**src/rtl/mouse_gesture_stroke_recognizer_macros.svh**
```systemverilog
// assertion macros for the mouse gesture stroke recognizer
// used by rtl modules that carry concurrent assertions
`ifndef MOUSE_GESTURE_STROKE_RECOGNIZER_MACROS_SVH
`define MOUSE_GESTURE_STROKE_RECOGNIZER_MACROS_SVH

// condition holds at every edge out of reset
`define MGSR_ASSERT_ALWAYS(lbl, clk, rst_n, cond, msg) \
    lbl: assert property (@(posedge clk) disable iff (!rst_n) (cond)) else $error(msg);

// consequent holds in the same cycle
`define MGSR_ASSERT_IMP(lbl, clk, rst_n, ante, cons, msg) \
    lbl: assert property (@(posedge clk) disable iff (!rst_n) (ante) |-> (cons)) else $error(msg);

// consequent holds in the next cycle
`define MGSR_ASSERT_NXT(lbl, clk, rst_n, ante, cons, msg) \
    lbl: assert property (@(posedge clk) disable iff (!rst_n) (ante) |=> (cons)) else $error(msg);

`endif

```
**src/rtl/mgsr_pkg.sv**
```systemverilog
// shared types and constants for the mouse gesture stroke recognizer
// no dependencies
`default_nettype none

package mgsr_pkg;

    // event modes
    localparam logic [1:0] MODE_START  = 2'd0;
    localparam logic [1:0] MODE_MOVE   = 2'd1;
    localparam logic [1:0] MODE_FINISH = 2'd2;
    localparam logic [1:0] MODE_CANCEL = 2'd3;

    // configuration register indexes
    localparam int CFG_IDX_W  = 2;
    localparam int CFG_DATA_W = 8;
    localparam logic [CFG_IDX_W-1:0] CFG_MOVE_THRESHOLD = 2'd0;
    localparam logic [CFG_IDX_W-1:0] CFG_STROKE_TOL     = 2'd1;
    localparam logic [CFG_IDX_W-1:0] CFG_PLAIN_EN       = 2'd2;
    localparam logic [CFG_IDX_W-1:0] CFG_ALT_EN         = 2'd3;

    localparam logic [7:0] CFG_RST_THRESHOLD = 8'd5;
    localparam logic [7:0] CFG_RST_TOL       = 8'd20;

    // directions
    localparam logic [1:0] DIR_RIGHT = 2'd0;
    localparam logic [1:0] DIR_DOWN  = 2'd1;
    localparam logic [1:0] DIR_LEFT  = 2'd2;
    localparam logic [1:0] DIR_UP    = 2'd3;

    localparam logic [2:0] SECTOR_NONE = 3'd4;

    // magnitudes at or above 2**SQ_BITS always count as a stroke
    localparam int SQ_BITS = 8;

    // queue between front and execute
    localparam int QDEPTH = 2;
    localparam int QAW    = 1;

    typedef struct packed {
        logic is_start;
        logic is_move;
        logic is_finish;
        logic is_cancel;
        logic start_ok;
        logic alt;
    } t_op;

    typedef struct packed {
        logic [7:0]  move_threshold;
        logic [15:0] tol_sq;
        logic        plain_en;
        logic        alt_en;
    } t_cfg;

endpackage

`default_nettype wire

```
**src/rtl/mgsr_front.sv**
```systemverilog
// input side: accepts pointer events, decodes the mode and checks start enables
// depends on mgsr_pkg
`default_nettype none

module mgsr_front #(
    parameter int COORD_BITS = 16,
    parameter int IN_DATA_W  = 32,
    parameter int ITEM_W     = 38
) (
    input  wire logic                  i_rst_n,
    input  wire logic                  i_s_axis_tvalid,
    output logic                       o_s_axis_tready,
    input  wire logic [IN_DATA_W-1:0]  i_s_axis_tdata,
    input  wire logic [2:0]            i_s_axis_tuser,
    input  wire mgsr_pkg::t_cfg        i_cfg,
    input  wire logic                  i_q_full,
    output logic                       o_push,
    output logic [ITEM_W-1:0]          o_push_data
);

    mgsr_pkg::t_op w_op;
    logic [1:0]    w_mode;
    logic          w_alt;

    assign w_mode = i_s_axis_tuser[1:0];
    assign w_alt  = i_s_axis_tuser[2];

    always_comb begin
        w_op          = '0;
        w_op.alt      = w_alt;
        w_op.start_ok = w_alt ? i_cfg.alt_en : i_cfg.plain_en;
        case (w_mode)
            mgsr_pkg::MODE_START:  w_op.is_start  = 1'b1;
            mgsr_pkg::MODE_MOVE:   w_op.is_move   = 1'b1;
            mgsr_pkg::MODE_FINISH: w_op.is_finish = 1'b1;
            mgsr_pkg::MODE_CANCEL: w_op.is_cancel = 1'b1;
            default:               w_op.is_cancel = 1'b1;
        endcase
    end

    assign o_s_axis_tready = i_rst_n && !i_q_full;
    assign o_push          = i_s_axis_tvalid && o_s_axis_tready;
    assign o_push_data     = {w_op, i_s_axis_tdata[2*COORD_BITS-1:COORD_BITS],
                              i_s_axis_tdata[COORD_BITS-1:0]};

endmodule

`default_nettype wire

```
**src/rtl/mgsr_fifo.sv**
```systemverilog
// two-entry queue between the front and the execute unit
// depends on mgsr_pkg
`default_nettype none

module mgsr_fifo #(
    parameter int ITEM_W = 38
) (
    input  wire logic              i_clk,
    input  wire logic              i_rst_n,
    input  wire logic              i_push,
    input  wire logic [ITEM_W-1:0] i_push_data,
    input  wire logic              i_pop,
    output logic                   o_full,
    output logic                   o_empty,
    output logic [ITEM_W-1:0]      o_head
);

    logic [ITEM_W-1:0]     r_mem [mgsr_pkg::QDEPTH];
    logic [mgsr_pkg::QAW-1:0] r_wr_ptr, n_wr_ptr;
    logic [mgsr_pkg::QAW-1:0] r_rd_ptr, n_rd_ptr;
    logic [mgsr_pkg::QAW:0]   r_cnt, n_cnt;

    assign o_full  = (r_cnt == (mgsr_pkg::QAW+1)'(mgsr_pkg::QDEPTH));
    assign o_empty = (r_cnt == '0);
    assign o_head  = r_mem[r_rd_ptr];

    always_comb begin
        n_wr_ptr = i_push ? r_wr_ptr + 1'b1 : r_wr_ptr;
        n_rd_ptr = i_pop  ? r_rd_ptr + 1'b1 : r_rd_ptr;
        n_cnt    = r_cnt;
        if (i_push && !i_pop) begin
            n_cnt = r_cnt + 1'b1;
        end else if (!i_push && i_pop) begin
            n_cnt = r_cnt - 1'b1;
        end
    end

    always_ff @(posedge i_clk) begin
        if (!i_rst_n) begin
            r_wr_ptr <= '0;
            r_rd_ptr <= '0;
            r_cnt    <= '0;
        end else begin
            r_wr_ptr <= n_wr_ptr;
            r_rd_ptr <= n_rd_ptr;
            r_cnt    <= n_cnt;
        end
    end

    always_ff @(posedge i_clk) begin
        if (i_push) begin
            r_mem[r_wr_ptr] <= i_push_data;
        end
    end

endmodule

`default_nettype wire

```
**src/rtl/mgsr_exec.sv**
```systemverilog
// execute unit: gesture state, stroke math, direction store and result register
// depends on mgsr_pkg and mouse_gesture_stroke_recognizer_macros.svh
`default_nettype none
`include "mouse_gesture_stroke_recognizer_macros.svh"

module mgsr_exec #(
    parameter int MAX_DIRS   = 16,
    parameter int COORD_BITS = 16,
    parameter int ITEM_W     = 38
) (
    input  wire logic              i_clk,
    input  wire logic              i_rst_n,
    input  wire mgsr_pkg::t_cfg    i_cfg,
    input  wire logic              i_q_empty,
    input  wire logic [ITEM_W-1:0] i_q_head,
    output logic                   o_q_pop,
    output logic                   o_out_valid,
    input  wire logic              i_out_ready,
    output logic                   o_out_consumed,
    output logic                   o_out_has_dir,
    output logic [1:0]             o_out_dir,
    output logic [COORD_BITS-1:0]  o_out_x,
    output logic [COORD_BITS-1:0]  o_out_y,
    output logic                   o_out_last
);

    localparam int CNT_W = $clog2(MAX_DIRS + 1);
    localparam int AW    = $clog2(MAX_DIRS);
    localparam int CB    = COORD_BITS;

    localparam logic [2:0] S_POP  = 3'd0;
    localparam logic [2:0] S_CALC = 3'd1;
    localparam logic [2:0] S_SQ   = 3'd2;
    localparam logic [2:0] S_DEC  = 3'd3;
    localparam logic [2:0] S_RD   = 3'd4;
    localparam logic [2:0] S_OUT  = 3'd5;

    mgsr_pkg::t_op     w_q_op;
    logic [CB-1:0]     w_q_x, w_q_y;

    logic [2:0]        r_state, n_state;
    mgsr_pkg::t_op     r_op, n_op;
    logic [CB-1:0]     r_x, n_x, r_y, n_y;
    logic              r_active, n_active;
    logic              r_rec, n_rec;
    logic              r_galt, n_galt;
    logic [CB-1:0]     r_ref_x, n_ref_x, r_ref_y, n_ref_y;
    logic [CB-1:0]     r_start_x, n_start_x, r_start_y, n_start_y;
    logic [2:0]        r_prev, n_prev;
    logic [1:0]        r_last_dir, n_last_dir;
    logic [CNT_W-1:0]  r_count, n_count;
    logic [CNT_W-1:0]  r_rd_idx, n_rd_idx;
    logic [1:0]        r_mem [MAX_DIRS];
    logic [1:0]        r_rd_data;

    // stroke pipeline
    logic [CB:0]       w_dx, w_dy;
    logic [CB-1:0]     r_ax, r_ay;
    logic              r_dx_neg, r_dy_neg;
    logic [16:0]       r_sq_sum;
    logic              r_big, r_below;
    logic [1:0]        r_sector;
    logic              w_counts;

    logic              r_out_valid, n_out_valid;
    logic              r_out_cons, n_out_cons;
    logic              r_out_hasd, n_out_hasd;
    logic [1:0]        r_out_dir, n_out_dir;
    logic [CB-1:0]     r_out_x, n_out_x, r_out_y, n_out_y;
    logic              r_out_last, n_out_last;

    logic              w_out_free;
    logic              w_emit;
    logic              w_wr;
    logic [CNT_W-1:0]  w_rd_next;

    assign w_q_op = i_q_head[ITEM_W-1:2*CB];
    assign w_q_y  = i_q_head[2*CB-1:CB];
    assign w_q_x  = i_q_head[CB-1:0];

    assign w_dx = {r_x[CB-1], r_x} - {r_ref_x[CB-1], r_ref_x};
    assign w_dy = {r_y[CB-1], r_y} - {r_ref_y[CB-1], r_ref_y};

    assign w_counts  = r_big || ({r_sq_sum, 2'b00} > {3'b000, i_cfg.tol_sq});
    assign w_out_free = !r_out_valid || i_out_ready;
    assign w_rd_next  = r_rd_idx + CNT_W'(1);

    always_comb begin
        n_state     = r_state;
        n_op        = r_op;
        n_x         = r_x;
        n_y         = r_y;
        n_active    = r_active;
        n_rec       = r_rec;
        n_galt      = r_galt;
        n_ref_x     = r_ref_x;
        n_ref_y     = r_ref_y;
        n_start_x   = r_start_x;
        n_start_y   = r_start_y;
        n_prev      = r_prev;
        n_last_dir  = r_last_dir;
        n_count     = r_count;
        n_rd_idx    = r_rd_idx;
        n_out_cons  = r_out_cons;
        n_out_hasd  = r_out_hasd;
        n_out_dir   = r_out_dir;
        n_out_x     = r_out_x;
        n_out_y     = r_out_y;
        n_out_last  = r_out_last;
        w_emit      = 1'b0;
        w_wr        = 1'b0;
        o_q_pop     = 1'b0;
        case (r_state)
            S_POP: begin
                if (!i_q_empty) begin
                    o_q_pop = 1'b1;
                    n_op    = w_q_op;
                    n_x     = w_q_x;
                    n_y     = w_q_y;
                    n_state = S_CALC;
                end
            end
            S_CALC: begin
                n_state = S_SQ;
            end
            S_SQ: begin
                n_state = S_DEC;
            end
            S_DEC: begin
                if (w_out_free) begin
                    w_emit     = 1'b1;
                    n_state    = S_POP;
                    n_out_cons = 1'b0;
                    n_out_hasd = 1'b0;
                    n_out_dir  = mgsr_pkg::DIR_RIGHT;
                    n_out_last = 1'b1;
                    if (r_op.is_start) begin
                        if (!r_active && r_op.start_ok) begin
                            n_active  = 1'b1;
                            n_rec     = 1'b0;
                            n_galt    = r_op.alt;
                            n_ref_x   = r_x;
                            n_ref_y   = r_y;
                            n_start_x = r_x;
                            n_start_y = r_y;
                            n_prev    = mgsr_pkg::SECTOR_NONE;
                            n_count   = '0;
                        end
                    end else if (r_op.is_move) begin
                        if (r_active && r_op.alt != r_galt) begin
                            n_active = 1'b0;
                        end else if (r_active && (r_rec || !r_below)) begin
                            n_rec      = 1'b1;
                            n_out_cons = 1'b1;
                            if (w_counts) begin
                                n_ref_x = r_x;
                                n_ref_y = r_y;
                                if (r_prev != {1'b0, r_sector}) begin
                                    n_prev = {1'b0, r_sector};
                                end else if (r_count == '0 || r_last_dir != r_sector) begin
                                    if (r_count < CNT_W'(MAX_DIRS)) begin
                                        w_wr       = 1'b1;
                                        n_count    = r_count + CNT_W'(1);
                                        n_last_dir = r_sector;
                                    end
                                end
                            end
                        end
                    end else if (r_op.is_finish) begin
                        if (r_active && r_op.alt == r_galt) begin
                            n_active = 1'b0;
                            if (r_count != '0) begin
                                w_emit   = 1'b0;
                                n_rd_idx = '0;
                                n_state  = S_RD;
                            end
                        end
                    end else begin
                        n_active = 1'b0;
                    end
                    n_out_x = n_start_x;
                    n_out_y = n_start_y;
                end
            end
            S_RD: begin
                n_state = S_OUT;
            end
            S_OUT: begin
                if (w_out_free) begin
                    w_emit     = 1'b1;
                    n_out_cons = 1'b1;
                    n_out_hasd = 1'b1;
                    n_out_dir  = r_rd_data;
                    n_out_x    = r_start_x;
                    n_out_y    = r_start_y;
                    n_out_last = (w_rd_next == r_count);
                    if (w_rd_next == r_count) begin
                        n_state = S_POP;
                    end else begin
                        n_rd_idx = w_rd_next;
                        n_state  = S_RD;
                    end
                end
            end
            default: begin
                n_state = S_POP;
            end
        endcase
        n_out_valid = w_emit || (r_out_valid && !i_out_ready);
    end

    always_ff @(posedge i_clk) begin
        if (!i_rst_n) begin
            r_state     <= S_POP;
            r_active    <= 1'b0;
            r_rec       <= 1'b0;
            r_galt      <= 1'b0;
            r_ref_x     <= '0;
            r_ref_y     <= '0;
            r_start_x   <= '0;
            r_start_y   <= '0;
            r_prev      <= mgsr_pkg::SECTOR_NONE;
            r_count     <= '0;
            r_rd_idx    <= '0;
            r_out_valid <= 1'b0;
        end else begin
            r_state     <= n_state;
            r_active    <= n_active;
            r_rec       <= n_rec;
            r_galt      <= n_galt;
            r_ref_x     <= n_ref_x;
            r_ref_y     <= n_ref_y;
            r_start_x   <= n_start_x;
            r_start_y   <= n_start_y;
            r_prev      <= n_prev;
            r_count     <= n_count;
            r_rd_idx    <= n_rd_idx;
            r_out_valid <= n_out_valid;
        end
    end

    always_ff @(posedge i_clk) begin
        r_op       <= n_op;
        r_x        <= n_x;
        r_y        <= n_y;
        r_last_dir <= n_last_dir;
        r_out_cons <= n_out_cons;
        r_out_hasd <= n_out_hasd;
        r_out_dir  <= n_out_dir;
        r_out_x    <= n_out_x;
        r_out_y    <= n_out_y;
        r_out_last <= n_out_last;
        // stroke pipeline: deltas, then squares and sector
        r_dx_neg   <= w_dx[CB];
        r_dy_neg   <= w_dy[CB];
        r_ax       <= w_dx[CB] ? CB'(-w_dx) : w_dx[CB-1:0];
        r_ay       <= w_dy[CB] ? CB'(-w_dy) : w_dy[CB-1:0];
        r_sq_sum   <= 17'(r_ax[mgsr_pkg::SQ_BITS-1:0] * r_ax[mgsr_pkg::SQ_BITS-1:0])
                    + 17'(r_ay[mgsr_pkg::SQ_BITS-1:0] * r_ay[mgsr_pkg::SQ_BITS-1:0]);
        r_big      <= ((r_ax >> mgsr_pkg::SQ_BITS) != '0) || ((r_ay >> mgsr_pkg::SQ_BITS) != '0);
        r_below    <= (r_ax < CB'(i_cfg.move_threshold)) && (r_ay < CB'(i_cfg.move_threshold));
        if (r_ax >= r_ay) begin
            r_sector <= r_dx_neg ? mgsr_pkg::DIR_LEFT : mgsr_pkg::DIR_RIGHT;
        end else begin
            r_sector <= r_dy_neg ? mgsr_pkg::DIR_UP : mgsr_pkg::DIR_DOWN;
        end
    end

    // direction store
    always_ff @(posedge i_clk) begin
        if (w_wr) begin
            r_mem[r_count[AW-1:0]] <= r_sector;
        end
        r_rd_data <= r_mem[r_rd_idx[AW-1:0]];
    end

    assign o_out_valid    = r_out_valid;
    assign o_out_consumed = r_out_cons;
    assign o_out_has_dir  = r_out_hasd;
    assign o_out_dir      = r_out_dir;
    assign o_out_x        = r_out_x;
    assign o_out_y        = r_out_y;
    assign o_out_last     = r_out_last;

    `MGSR_ASSERT_ALWAYS(a_count_bound, i_clk, i_rst_n, r_count <= CNT_W'(MAX_DIRS), "direction count above store depth")
    `MGSR_ASSERT_IMP(a_drain_idx, i_clk, i_rst_n, r_state == S_RD || r_state == S_OUT, r_rd_idx < r_count, "drain index past stored directions")
    `MGSR_ASSERT_NXT(a_pop_calc, i_clk, i_rst_n, o_q_pop, r_state == S_CALC, "popped transaction not taken into execution")
    `MGSR_ASSERT_NXT(a_emit_valid, i_clk, i_rst_n, w_emit, r_out_valid, "result load lost")

endmodule

`default_nettype wire

```
**src/rtl/mouse_gesture_stroke_recognizer.sv**
```systemverilog
// channel   dir  handshake        payload
// s_axis    in   tvalid/tready    tdata pos_x,pos_y; tuser mode,alt_mode
// m_axis    out  tvalid/tready    tdata direction,origin_x,origin_y;
//                                 tuser consumed,has_direction; tlast last
// cfg       in   write enable     register index, write data
//
// each event passes through the execute states pop, delta, square and decide
// a matching finish with n directions then reads each direction from the store and emits it
// a two-entry queue lets the input side accept while a result waits on m_axis
// synchronous reset clears control state; the direction store is not cleared
// top level: config registers and port packing; depends on mgsr_pkg, mgsr_front,
// mgsr_fifo and mgsr_exec
`default_nettype none

module mouse_gesture_stroke_recognizer #(
    parameter int MAX_DIRS   = 16,
    parameter int COORD_BITS = 16
) (
    input  wire logic                              i_clk,
    input  wire logic                              i_rst_n,
    input  wire logic                              i_s_axis_tvalid,
    output logic                                   o_s_axis_tready,
    // pos_x, pos_y
    input  wire logic [((2*COORD_BITS+7)/8)*8-1:0] i_s_axis_tdata,
    // mode, alt_mode
    input  wire logic [2:0]                        i_s_axis_tuser,
    output logic                                   o_m_axis_tvalid,
    input  wire logic                              i_m_axis_tready,
    // direction, origin_x, origin_y
    output logic [((2*COORD_BITS+9)/8)*8-1:0]      o_m_axis_tdata,
    // consumed, has_direction
    output logic [1:0]                             o_m_axis_tuser,
    output logic                                   o_m_axis_tlast,
    input  wire logic                              i_cfg_we,
    input  wire logic [mgsr_pkg::CFG_IDX_W-1:0]    i_cfg_idx,
    input  wire logic [mgsr_pkg::CFG_DATA_W-1:0]   i_cfg_wdata
);

    localparam int IN_DATA_W  = ((2*COORD_BITS+7)/8)*8;
    localparam int OUT_DATA_W = ((2*COORD_BITS+9)/8)*8;
    localparam int ITEM_W     = $bits(mgsr_pkg::t_op) + 2*COORD_BITS;

    logic [7:0]        r_cfg_thr;
    logic [7:0]        r_cfg_tol;
    logic              r_cfg_plain;
    logic              r_cfg_alt;
    logic [15:0]       r_tol_sq;
    mgsr_pkg::t_cfg    w_cfg;

    logic              w_q_full, w_q_empty, w_push, w_pop;
    logic [ITEM_W-1:0] w_push_data, w_q_head;

    logic                  w_out_cons, w_out_hasd;
    logic [1:0]            w_out_dir;
    logic [COORD_BITS-1:0] w_out_x, w_out_y;

    always_ff @(posedge i_clk) begin
        if (!i_rst_n) begin
            r_cfg_thr   <= mgsr_pkg::CFG_RST_THRESHOLD;
            r_cfg_tol   <= mgsr_pkg::CFG_RST_TOL;
            r_cfg_plain <= 1'b1;
            r_cfg_alt   <= 1'b1;
        end else if (i_cfg_we) begin
            case (i_cfg_idx)
                mgsr_pkg::CFG_MOVE_THRESHOLD: r_cfg_thr   <= i_cfg_wdata;
                mgsr_pkg::CFG_STROKE_TOL:     r_cfg_tol   <= i_cfg_wdata;
                mgsr_pkg::CFG_PLAIN_EN:       r_cfg_plain <= i_cfg_wdata[0];
                mgsr_pkg::CFG_ALT_EN:         r_cfg_alt   <= i_cfg_wdata[0];
                default: begin
                end
            endcase
        end
    end

    // squared tolerance, registered in the cycle after the tolerance register is written
    always_ff @(posedge i_clk) begin
        r_tol_sq <= r_cfg_tol * r_cfg_tol;
    end

    always_comb begin
        w_cfg.move_threshold = r_cfg_thr;
        w_cfg.tol_sq         = r_tol_sq;
        w_cfg.plain_en       = r_cfg_plain;
        w_cfg.alt_en         = r_cfg_alt;
    end

    mgsr_front #(
        .COORD_BITS (COORD_BITS),
        .IN_DATA_W  (IN_DATA_W),
        .ITEM_W     (ITEM_W)
    ) u_front (
        .i_rst_n         (i_rst_n),
        .i_s_axis_tvalid (i_s_axis_tvalid),
        .o_s_axis_tready (o_s_axis_tready),
        .i_s_axis_tdata  (i_s_axis_tdata),
        .i_s_axis_tuser  (i_s_axis_tuser),
        .i_cfg           (w_cfg),
        .i_q_full        (w_q_full),
        .o_push          (w_push),
        .o_push_data     (w_push_data)
    );

    mgsr_fifo #(
        .ITEM_W (ITEM_W)
    ) u_fifo (
        .i_clk       (i_clk),
        .i_rst_n     (i_rst_n),
        .i_push      (w_push),
        .i_push_data (w_push_data),
        .i_pop       (w_pop),
        .o_full      (w_q_full),
        .o_empty     (w_q_empty),
        .o_head      (w_q_head)
    );

    mgsr_exec #(
        .MAX_DIRS   (MAX_DIRS),
        .COORD_BITS (COORD_BITS),
        .ITEM_W     (ITEM_W)
    ) u_exec (
        .i_clk          (i_clk),
        .i_rst_n        (i_rst_n),
        .i_cfg          (w_cfg),
        .i_q_empty      (w_q_empty),
        .i_q_head       (w_q_head),
        .o_q_pop        (w_pop),
        .o_out_valid    (o_m_axis_tvalid),
        .i_out_ready    (i_m_axis_tready),
        .o_out_consumed (w_out_cons),
        .o_out_has_dir  (w_out_hasd),
        .o_out_dir      (w_out_dir),
        .o_out_x        (w_out_x),
        .o_out_y        (w_out_y),
        .o_out_last     (o_m_axis_tlast)
    );

    assign o_m_axis_tdata = OUT_DATA_W'({w_out_y, w_out_x, w_out_dir});
    assign o_m_axis_tuser = {w_out_hasd, w_out_cons};

endmodule

`default_nettype wire

```
**config.mk**
```make
export PLATFORM = sky130hd
export DESIGN_NAME = mouse_gesture_stroke_recognizer
export DESIGN_NICKNAME = d
export VERILOG_FILES = /design/src/rtl/mgsr_pkg.sv /design/src/rtl/mgsr_front.sv /design/src/rtl/mgsr_fifo.sv /design/src/rtl/mgsr_exec.sv /design/src/rtl/mouse_gesture_stroke_recognizer.sv
export VERILOG_INCLUDE_DIRS = /design/src /design/src/rtl
export SDC_FILE = /design/constraint.sdc
export NUM_CORES = 1
export LEC_CHECK = 0
export ABC_CLOCK_PERIOD_IN_PS = 13900
export BUFFER_PORTS_ARGS = -buffer_cell sky130_fd_sc_hd__buf_2
export CORE_MARGIN = 2
export CORE_UTILIZATION = 60
export DETAILED_ROUTE_END_ITERATION = 10
export PLACE_DENSITY_LB_ADDON = 0.12
export SLEW_MARGIN = 25
export SYNTH_ARGS = -nofsm -noshare
export SYNTH_HDL_FRONTEND = slang
export SYNTH_HIERARCHICAL = 1
export SYNTH_SLANG_ARGS = --single-unit
```
**constraint.sdc**
```tcl
create_clock -name i_clk -period 13.9 [get_ports i_clk]
set_clock_uncertainty 0.1 [all_clocks]
set_input_delay 0.695 -clock i_clk [delete_from_list [all_inputs] [get_ports i_clk]]
set_output_delay 0.695 -clock i_clk [all_outputs]
set_load 0.05 [all_outputs]
```
==> results of run 1 <==
==> metal layers <==
layer  vias to the layer above  track usage  part of all wire
li1                       6820            -                 -
met1                      6589        0.302              0.47
met2                       206        0.387              0.48
met3                        50       0.0303             0.032
met4                         0       0.0650             0.021
met5                         -            0                 0
==> worst paths after layout <==
| check | slack [ns] | endpoint | cells past startpoint |
|---|---|---|---|
| setup reg to reg | 7.85 | u_exec/r_sq_sum[15]$_DFF_P_ | 19 |
| hold reg to reg | 0.36 | u_exec/r_prev[2]$_SDFFE_PN1P_ | 1 |
| hold / removal | 0.23 | u_fifo/r_mem[0][14]$_DFFE_PP_ | 1 |
| setup / recovery | 7.85 | u_exec/r_sq_sum[15]$_DFF_P_ | 19 |
==> per-stage QoR <==
step	utilization	instance area [µm²]	hold slack, ns	cells
after floorplan	-	21600	0.317	1988
after global placement	0.625	22200	0.328	2459
after detailed placement	0.625	22200	0.353	2459
after CTS	0.661	23500	0.192	2531
after global routing	0.661	23500	0.206	2531
final	0.661	23500	0.226	2531
==> layout make-up <==
class	count	area, µm²
clock inverters	18	166
inverters	245	920
well taps	461	577
repair buffers	96	500
clock buffers	54	1110
multi-input cells	1296	11100
fillers	2791	12000
flip-flops and latches	361	9050
==> cells in the final DEF (no fill, tap or decap), types with 24 or more instances in the layout <==
master and count:
xnor2_1 68, mux2i_1 54, fa_1 103, a21o_1 31
nand2_1 150, clkbuf_16 41, dfxtp_1 178, nor2_1 98
and2_1 49, ha_1 172, edfxtp_1 182, xor2_1 24
a21boi_0 39, mux2_2 73, o21ai_0 41, nor2b_1 75
a21oi_1 63, buf_2 88, inv_1 243
==> critical path, cell delays in order, from the launching register on <==
cell and delay [ns]:
dfxtp_1 0.61, nand2_1 0.18, fa_1 0.49, fa_1 0.54
inv_1 0.05, fa_1 0.54, fa_1 0.45, fa_1 0.54
inv_1 0.05, fa_1 0.52, inv_1 0.04, ha_1 0.33
a21oi_1 0.23, o21bai_1 0.09, a21oi_1 0.22, nor2b_1 0.07
o21a_1 0.18, o31a_1 0.25, o41ai_1 0.31, xnor2_1 0.15
==> reports/metrics.cfg, run 1 <==
[route]
dr.pass1.iters=5
routedWlPerCell_um=16.3
final_antenna_net_count=0
vias_per_cell=5.40
drt_iter0_drc=664
drcViolationCount=0
vias=13700
drt-total-wl_mm=41.2

[global_route]
gr-total-overflow=0
antenna_found_initial=0
grt_pass1_wl_mm=69.1
grt_start_max_net_pins=93
grt_pass1_vias=14000
gr-usage-all-layers=0.226

[critical_path]
critPathLaunchType=flip-flop
critPathLaunch=u_exec/r_ax[4]$_DFF_P_
cp_max_fo=11
path_class=flip-flop to flip-flop
crit_arrival_ns=6.42
reg2reg_from=u_exec/r_ax[4]$_DFF_P_
end_kind=flip-flop
cp.required_ns=14.27

[cts]
clock_sinks=361
cts_tree=done
cts_buffers=39
cts_root_buf=clkbuf_16
cts_hold_buf=0
post_cts_resized=0
clk_pin_slew_worst_paths_ns=0.06
cts_setup_buffers=0
htree_levels=2
cts_max_path_buffers=3
clkLatencyLatePin_ns=0.56

[job]
max_cap_viol_count=0

[placed_design]
io_buffers=88
dpl.hpwl_mm=29.9
post-place-ws_ns=7.87
gp_congestion=0.844

[cells_and_area]
areaGrowthSynthToFinish_pct=8.91
final_layout_size_suffix_gt1_frac=0.133
diodes=0
top_register=u_fifo/r_mem
fin_nets=2364
reg_top3=u_fifo/r_mem x74, u_exec/r_mem x32, u_exec/r_sq_sum x17
largest_reg_flops=74

[timing]
finalHoldViolations=0
setup_violations=0
period_minus_slack_ns=6.05
setup_ws_ns=7.85
rsz0062_at_grt=false
fin_crit_sh=0.435
setup_tns_ns=0
tightest_slew_ns=0.845
max_freq_mhz=165
slew_violations=0
relSlewSlack=0.437

[synth]
avgSynthCellArea_um2=10.9
synthCells=1982
syn_area_um2=21500
yosys_warnings=6

[run_status]
status=complete, no violations

[floorplanning]
core_area_um2=35500
die_area_um2=37400
chipWidth_um=194
rows=69
ios=95
die_height_um=194
start_util=0.607

[min_path]
hp-start=i_s_axis_tdata[14]
hp-class=primary input to flip-flop

Power of run 1 is not shown: default switching activity piles up to over one toggle a cycle in this logic, so the estimate is an artifact.
==> run 2: changes to the inputs <==
ABC_CLOCK_PERIOD_IN_PS = 4900   (was 13900)
CORE_UTILIZATION = 57   (was 60)
clock period = 4.9 ns   (was 13.9 ns; I/O delays follow)
==> reports/metrics.cfg, run 2 (synthesis gave the netlist of run 1 again) <==
[cells_and_area]
fin_area_um2=24800  ; was 23500 µm²
instances_no_fill=2703  ; was 2531
final_core_utilization=0.661  ; about the same
final_layout_size_suffix_gt1_frac=0.187  ; was 0.133
areaGrowthSynthToFinish_pct=15.0  ; was 8.91%
final_common_cell=inv_1  ; unchanged
largest_reg_flops=74  ; unchanged
seqCellArea_um2=9080  ; was 9050 µm²
multi_input_area_um2=11400  ; was 11100 µm²
fillers=2937  ; was 2791
top_register=u_fifo/r_mem  ; unchanged
fin_nets=2487  ; was 2364
final_cell_mix=inv_1 (229), edfxtp_1 (182), ha_1 (163)  ; was inv_1 (243), edfxtp_1 (182), dfxtp_1 (178)
reg_top3=u_fifo/r_mem x74, u_exec/r_mem x32, u_exec/r_sq_sum x17  ; unchanged

[critical_path]
critPathLaunchType=flip-flop  ; unchanged
cp_common_cell=fa_1  ; unchanged
reg2regPathDepth=22  ; was 19
cp_max_fo=5  ; was 11
path_class=flip-flop to flip-flop  ; unchanged
critPathMaxStageDelay_ns=0.53  ; was 0.61 ns
crit_slowest_cell=fa_1  ; was dfxtp_1
cp.required_ns=5.22  ; was 14.27 ns
reg2reg_from=u_exec/r_ax[1]$_DFF_P_  ; was u_exec/r_ax[4]$_DFF_P_
cp_top_family=adder cells  ; unchanged
path_cells=and2_4 -> ha_4 -> xnor2_2 -> ha_2 -> inv_1 -> fa_1 -> inv_1 -> fa_1 -> inv_1 -> fa_1 -> fa_1 -> inv_2 -> ha_4 -> a21o_1 -> a21oi_4 -> o21bai_1 -> a21oi_2 -> nor2b_1 -> o21a_1 -> o31a_1 -> o41ai_2 -> xnor2_1  ; was nand2_1 -> fa_1 -> fa_1 -> inv_1 -> fa_1 -> fa_1 -> fa_1 -> inv_1 -> fa_1 -> inv_1 -> ha_1 -> a21oi_1 -> o21bai_1 -> a21oi_1 -> nor2b_1 -> o21a_1 -> o31a_1 -> o41ai_1 -> xnor2_1
r2r-end=u_exec/r_sq_sum[15]$_DFF_P_  ; unchanged
r2r_slack_ns=-0.37  ; was 7.85 ns
cp_num_buf_inv=4  ; was 3
end_kind=flip-flop  ; unchanged
crit_arrival_ns=5.59  ; was 6.42 ns

[cts]
cts_buffers=39  ; unchanged
clkLatencyLatePin_ns=0.54  ; was 0.56 ns
htree_levels=2  ; unchanged
cts_tree=done  ; unchanged
clk_pin_slew_worst_paths_ns=0.06  ; about the same
clock_sinks=361  ; unchanged
cts_root_buf=clkbuf_16  ; unchanged
cts_max_path_buffers=3  ; unchanged

[floorplanning]
die_area_um2=39400  ; was 37400 µm²
die_height_um=198  ; was 194 µm
start_util=0.575  ; was 0.607
chipWidth_um=198  ; was 194 µm
rows=71  ; was 69
core_area_um2=37500  ; was 35500 µm²
ios=95  ; unchanged

[route]
drt-total-wl_mm=43.8  ; was 41.2 mm
vias=14100  ; was 13.7k
dr.pass1.iters=5  ; unchanged
final_antenna_net_count=0  ; unchanged
routedWlPerCell_um=16.2  ; was 16.3 µm
vias_per_cell=5.23  ; was 5.40
drcViolationCount=0  ; unchanged
drt_iter0_drc=626  ; was 664

[placed_design]
gp_congestion=0.897  ; was 0.844
post_dp_cell_area_um2=22900  ; was 22200 µm²
dpl.hpwl_mm=31.8  ; was 29.9 mm
dp.cells=2581  ; was 2459
io_buffers=88  ; unchanged

[timing]
relSlewSlack=0.392  ; was 0.437
max_freq_mhz=190  ; was 165 MHz
rsz0062_at_grt=true  ; was false
setup_violations=4  ; was 0
slew_violations=0  ; unchanged
setup_ws_ns=-0.369  ; was 7.85 ns
period_minus_slack_ns=5.27  ; was 6.05 ns
tightest_slew_ns=0.912  ; was 0.845 ns
fin_crit_sh=1.08  ; was 0.435
finalHoldViolations=0  ; unchanged

[global_route]
grt_start_max_net_pins=104  ; was 93
gr-usage-all-layers=0.233  ; was 0.226
antenna_found_initial=2  ; was 0
grt_pass1_wl_mm=72.6  ; was 69.1 mm
gr-total-overflow=0  ; unchanged
grt_pass1_vias=14600  ; was 14.0k

[min_path]
hp-start=i_s_axis_tvalid  ; was i_s_axis_tdata[14]
holdPathStages=4  ; was 1
hp-class=primary input to flip-flop  ; unchanged
hold_path_end=u_fifo/r_wr_ptr$_SDFFE_PN0P_  ; was u_fifo/r_mem[0][14]$_DFFE_PP_

[run_status]
violations=setup timing
status=finished with violations  ; was complete, no violations

[job]
max_cap_viol_count=0  ; unchanged

## run 2: cell count changes in the layout (fill, tap and decap cells not counted), moves of 9 or more
cell	change
dfxtp_2	+11
dfxtp_1	-16
dlygate4sd3_1	+49
inv_1	-14
inv_2	+14
ha_1	-9
buf_4	+69
## run 2: layer usage
metal	track usage	wire length, µm	share of wire
met1	0.294	19400	0.44
met2	0.413	21800	0.50
met3	0.0356	1460	0.033
met4	0.0705	1130	0.026
met5	0	0	0
## run 2: layout make-up
| cell class | instances | area share |
|---|---|---|
| timing repair buffer | 219 | 0.0639 |
| clock inverter | 18 | 0.00510 |
| inverter | 245 | 0.0373 |
| antenna | 1 | 0.000101 |
| sequential | 361 | 0.367 |
| clock buffer | 52 | 0.0430 |
| multi-input combinational | 1296 | 0.458 |
| tap | 511 | 0.0258 |
## run 2: metrics by stage
stage / setup TNS (ns) / hold slack [ns] / setup slack, ns
after floorplan: -0.543 / 0.263 / -0.330
after global placement: -1.15 / 0.333 / -0.444
after detailed placement: -1.46 / 0.336 / -0.482
after CTS: -1.46 / 0.111 / -0.440
after global routing: -2.26 / 0.180 / -0.533
final: -1.03 / 0.148 / -0.369
## run 2: worst max-delay path by stage
stage	endpoint	cells after the start	from
finish	u_exec/r_sq_sum[15]$_DFF_P_	22	u_exec/r_ax[1]$_DFF_P_
global route	u_exec/r_sq_sum[15]$_DFF_P_	22	u_exec/r_ax[1]$_DFF_P_
CTS	u_exec/r_sq_sum[15]$_DFF_P_	20	u_exec/r_ay[1]$_DFF_P_
detailed placement	u_exec/r_sq_sum[15]$_DFF_P_	21	u_exec/r_ay[1]$_DFF_P_
global placement	u_exec/r_sq_sum[15]$_DFF_P_	20	u_exec/r_ay[4]$_DFF_P_
floorplan	u_exec/r_sq_sum[15]$_DFF_P_	20	u_exec/r_ax[5]$_DFF_P_
## run 2: tightest hold or removal path, stage by stage
cell and delay (ns):
buf_2 0.09, and3b_1 0.19, nor2b_1 0.12, o21a_1 0.11
## run 2: repair_timing
action                                  4_1_cts  5_1_grt
hold endpoints to repair                     94        0
pin swaps                                    43       25
buffers inserted                              2        1
hold buffers                                 49        0
gates cloned                                  0        0
resized for setup                            20       14
endpoints found under the setup margin        7        8
Power of run 2 is left out for the same reason.
==> run 3: changes to the inputs <==
ABC_AREA = 1   (was unset)
==> reports/metrics.cfg, run 3 <==
[placed_design]
dp.cells=3159  ; was 2581
dpl.hpwl_mm=34.9  ; was 31.8 mm
gp_congestion=0.870  ; was 0.897
post_dp_cell_area_um2=23500  ; was 22900 µm²
io_buffers=88  ; unchanged

[global_route]
gr-usage-all-layers=0.236  ; was 0.233
grt_start_max_net_pins=88  ; was 104
grt_pass1_wl_mm=79.1  ; was 72.6 mm
antenna_found_initial=0  ; was 2
grt_pass1_vias=16600  ; was 14.6k
gr-total-overflow=0  ; unchanged

[cts]
cts_max_path_buffers=3  ; unchanged
clkLatencyLatePin_ns=0.58  ; was 0.54 ns
cts_buffers=40  ; was 39
clk_pin_slew_worst_paths_ns=0.06  ; about the same
cts_tree=done  ; unchanged
cts_root_buf=clkbuf_16  ; unchanged
clock_sinks=361  ; unchanged
htree_levels=2  ; unchanged

[floorplanning]
core_area_um2=38700  ; was 37500 µm²
ios=95  ; unchanged
chipWidth_um=203  ; was 198 µm
rows=72  ; was 71
die_height_um=203  ; was 198 µm
die_area_um2=41000  ; was 39400 µm²
start_util=0.580  ; was 0.575

[run_status]
violations=setup timing  ; unchanged
status=finished with violations  ; unchanged

[cells_and_area]
areaGrowthSynthToFinish_pct=15.1  ; was 15.0%
final_common_cell=nand2_1  ; was inv_1
largest_reg_flops=74  ; unchanged
fin_area_um2=25800  ; was 24800 µm²
top_register=u_fifo/r_mem  ; unchanged
final_cell_mix=nand2_1 (454), inv_1 (449), nor2_1 (346)  ; was inv_1 (229), edfxtp_1 (182), ha_1 (163)
final_layout_size_suffix_gt1_frac=0.144  ; was 0.187
fillers=3128  ; was 2937
reg_top3=u_fifo/r_mem x74, u_exec/r_mem x32, u_exec/r_sq_sum x17  ; unchanged
fin_nets=3067  ; was 2487
diodes=0  ; was 1
instances_no_fill=3292  ; was 2703

[timing]
slew_violations=0  ; unchanged
relSlewSlack=0.402  ; was 0.392
rsz0062_at_grt=true  ; unchanged
tightest_slew_ns=0.897  ; was 0.912 ns
period_minus_slack_ns=4.93  ; was 5.27 ns
max_freq_mhz=203  ; was 190 MHz
fin_crit_sh=1.01  ; was 1.08
setup_ws_ns=-0.0255  ; was -0.369 ns
setup_violations=1  ; was 4
holdWs_ns=0.292  ; was 0.148 ns
finalHoldViolations=0  ; unchanged

[synth]
yosys_warnings=6  ; unchanged
avgSynthCellArea_um2=8.69  ; was 10.9 µm²
synthCells=2584  ; was 1982
syn_area_um2=22500  ; was 21500 µm²

[min_path]
hp-class=primary input to flip-flop  ; unchanged
hold_path_end=u_fifo/r_mem[1][27]$_DFFE_PP_  ; was u_fifo/r_wr_ptr$_SDFFE_PN0P_
hp-start=i_s_axis_tdata[27]  ; was i_s_axis_tvalid
holdPathStages=2  ; was 4

[critical_path]
r2r_slack_ns=-0.03  ; was -0.37 ns
cp.required_ns=5.26  ; was 5.22 ns
cp_max_fo=5  ; unchanged
end_kind=flip-flop  ; unchanged
reg2reg_from=u_exec/r_ax[1]$_DFF_P_  ; unchanged
critPathLaunchType=flip-flop  ; unchanged
crit_arrival_ns=5.29  ; was 5.59 ns
reg2regPathDepth=19  ; was 22
path_class=flip-flop to flip-flop  ; unchanged
r2r-end=u_exec/r_sq_sum[15]$_DFF_P_  ; unchanged

[route]
vias=16600  ; was 14.1k
drt-total-wl_mm=47.5  ; was 43.8 mm
routedWlPerCell_um=14.4  ; was 16.2 µm
vias_per_cell=5.04  ; was 5.23
drt_iter0_drc=997  ; was 626
drcViolationCount=0  ; unchanged
dr.pass1.iters=5  ; unchanged
final_antenna_net_count=0  ; unchanged

[job]
max_cap_viol_count=0  ; unchanged

[run 3: critical path, stage by stage (launching register included)]
cell and delay (ns):
dfxtp_4 0.40, nand2_4 0.06, fa_1 0.48, fa_1 0.56, inv_2 0.04, fa_2 0.57
fa_1 0.40, fa_1 0.51, inv_2 0.04, fa_1 0.49, inv_2 0.05, ha_4 0.22
a21oi_2 0.13, nand2_2 0.09, nand2_1 0.08, o211ai_1 0.13, a21oi_2 0.22, o21ai_2 0.07
a21oi_2 0.14, xnor2_1 0.07
[run 3: worst max path at each step]
| stage | from | slack [ns] | end |
|---|---|---|---|
| 3_5_place_dp | u_exec/r_ay[2]$_DFF_P_ | -0.25 | u_exec/r_sq_sum[15]$_DFF_P_ |
| 2_1_floorplan | u_exec/r_ax[4]$_DFF_P_ | -0.11 | u_exec/r_sq_sum[15]$_DFF_P_ |
| 5_1_grt | u_exec/r_ax[1]$_DFF_P_ | -0.23 | u_exec/r_sq_sum[15]$_DFF_P_ |
| 3_3_place_gp | u_exec/r_ay[2]$_DFF_P_ | -0.15 | u_exec/r_sq_sum[15]$_DFF_P_ |
| 6_report | u_exec/r_ax[1]$_DFF_P_ | -0.03 | u_exec/r_sq_sum[15]$_DFF_P_ |
| 4_1_cts | u_exec/r_ay[4]$_DFF_P_ | -0.03 | u_exec/r_sq_sum[15]$_DFF_P_ |
[run 3: layout make-up]
class	instances	area (µm²)	area share
multi-input cells	1642	11300	0.438
flip-flops and latches	361	9090	0.352
inverters	483	1820	0.0703
repair buffers	214	1580	0.0611
clock buffers	47	1100	0.0426
well taps	518	648	0.0251
clock inverters	27	287	0.0111
[run 3: repair_timing]
action | in CTS | in global routing
setup buffers | 3 | 4
setup endpoints to repair | 8 | 8
endpoints found under the hold margin | 97 | 0
hold buffers | 52 | 0
gates resized for setup | 23 | 73
pin swaps | 23 | 33
[run 3: through the flow]
| step | worst slack [ns] | setup TNS (ns) | util |
|---|---|---|---|
| floorplan | -0.110 | -0.110 | - |
| global placement | -0.153 | -0.376 | 0.607 |
| detailed placement | -0.253 | -0.952 | 0.608 |
| CTS | -0.0308 | -0.0435 | 0.660 |
| global route | -0.227 | -0.893 | 0.667 |
| finish | -0.0255 | -0.0255 | 0.667 |
[run 3: layer usage]
layer / vias up / GRT usage / wire length, µm
met5: - / 0 / 0
met4: 0 / 0.0792 / 1170
met3: 70 / 0.0315 / 1830
met2: 281 / 0.413 / 23400
met1: 7791 / 0.302 / 21200
li1: 8444 / - / -
Power of run 3 is left out for the same reason.
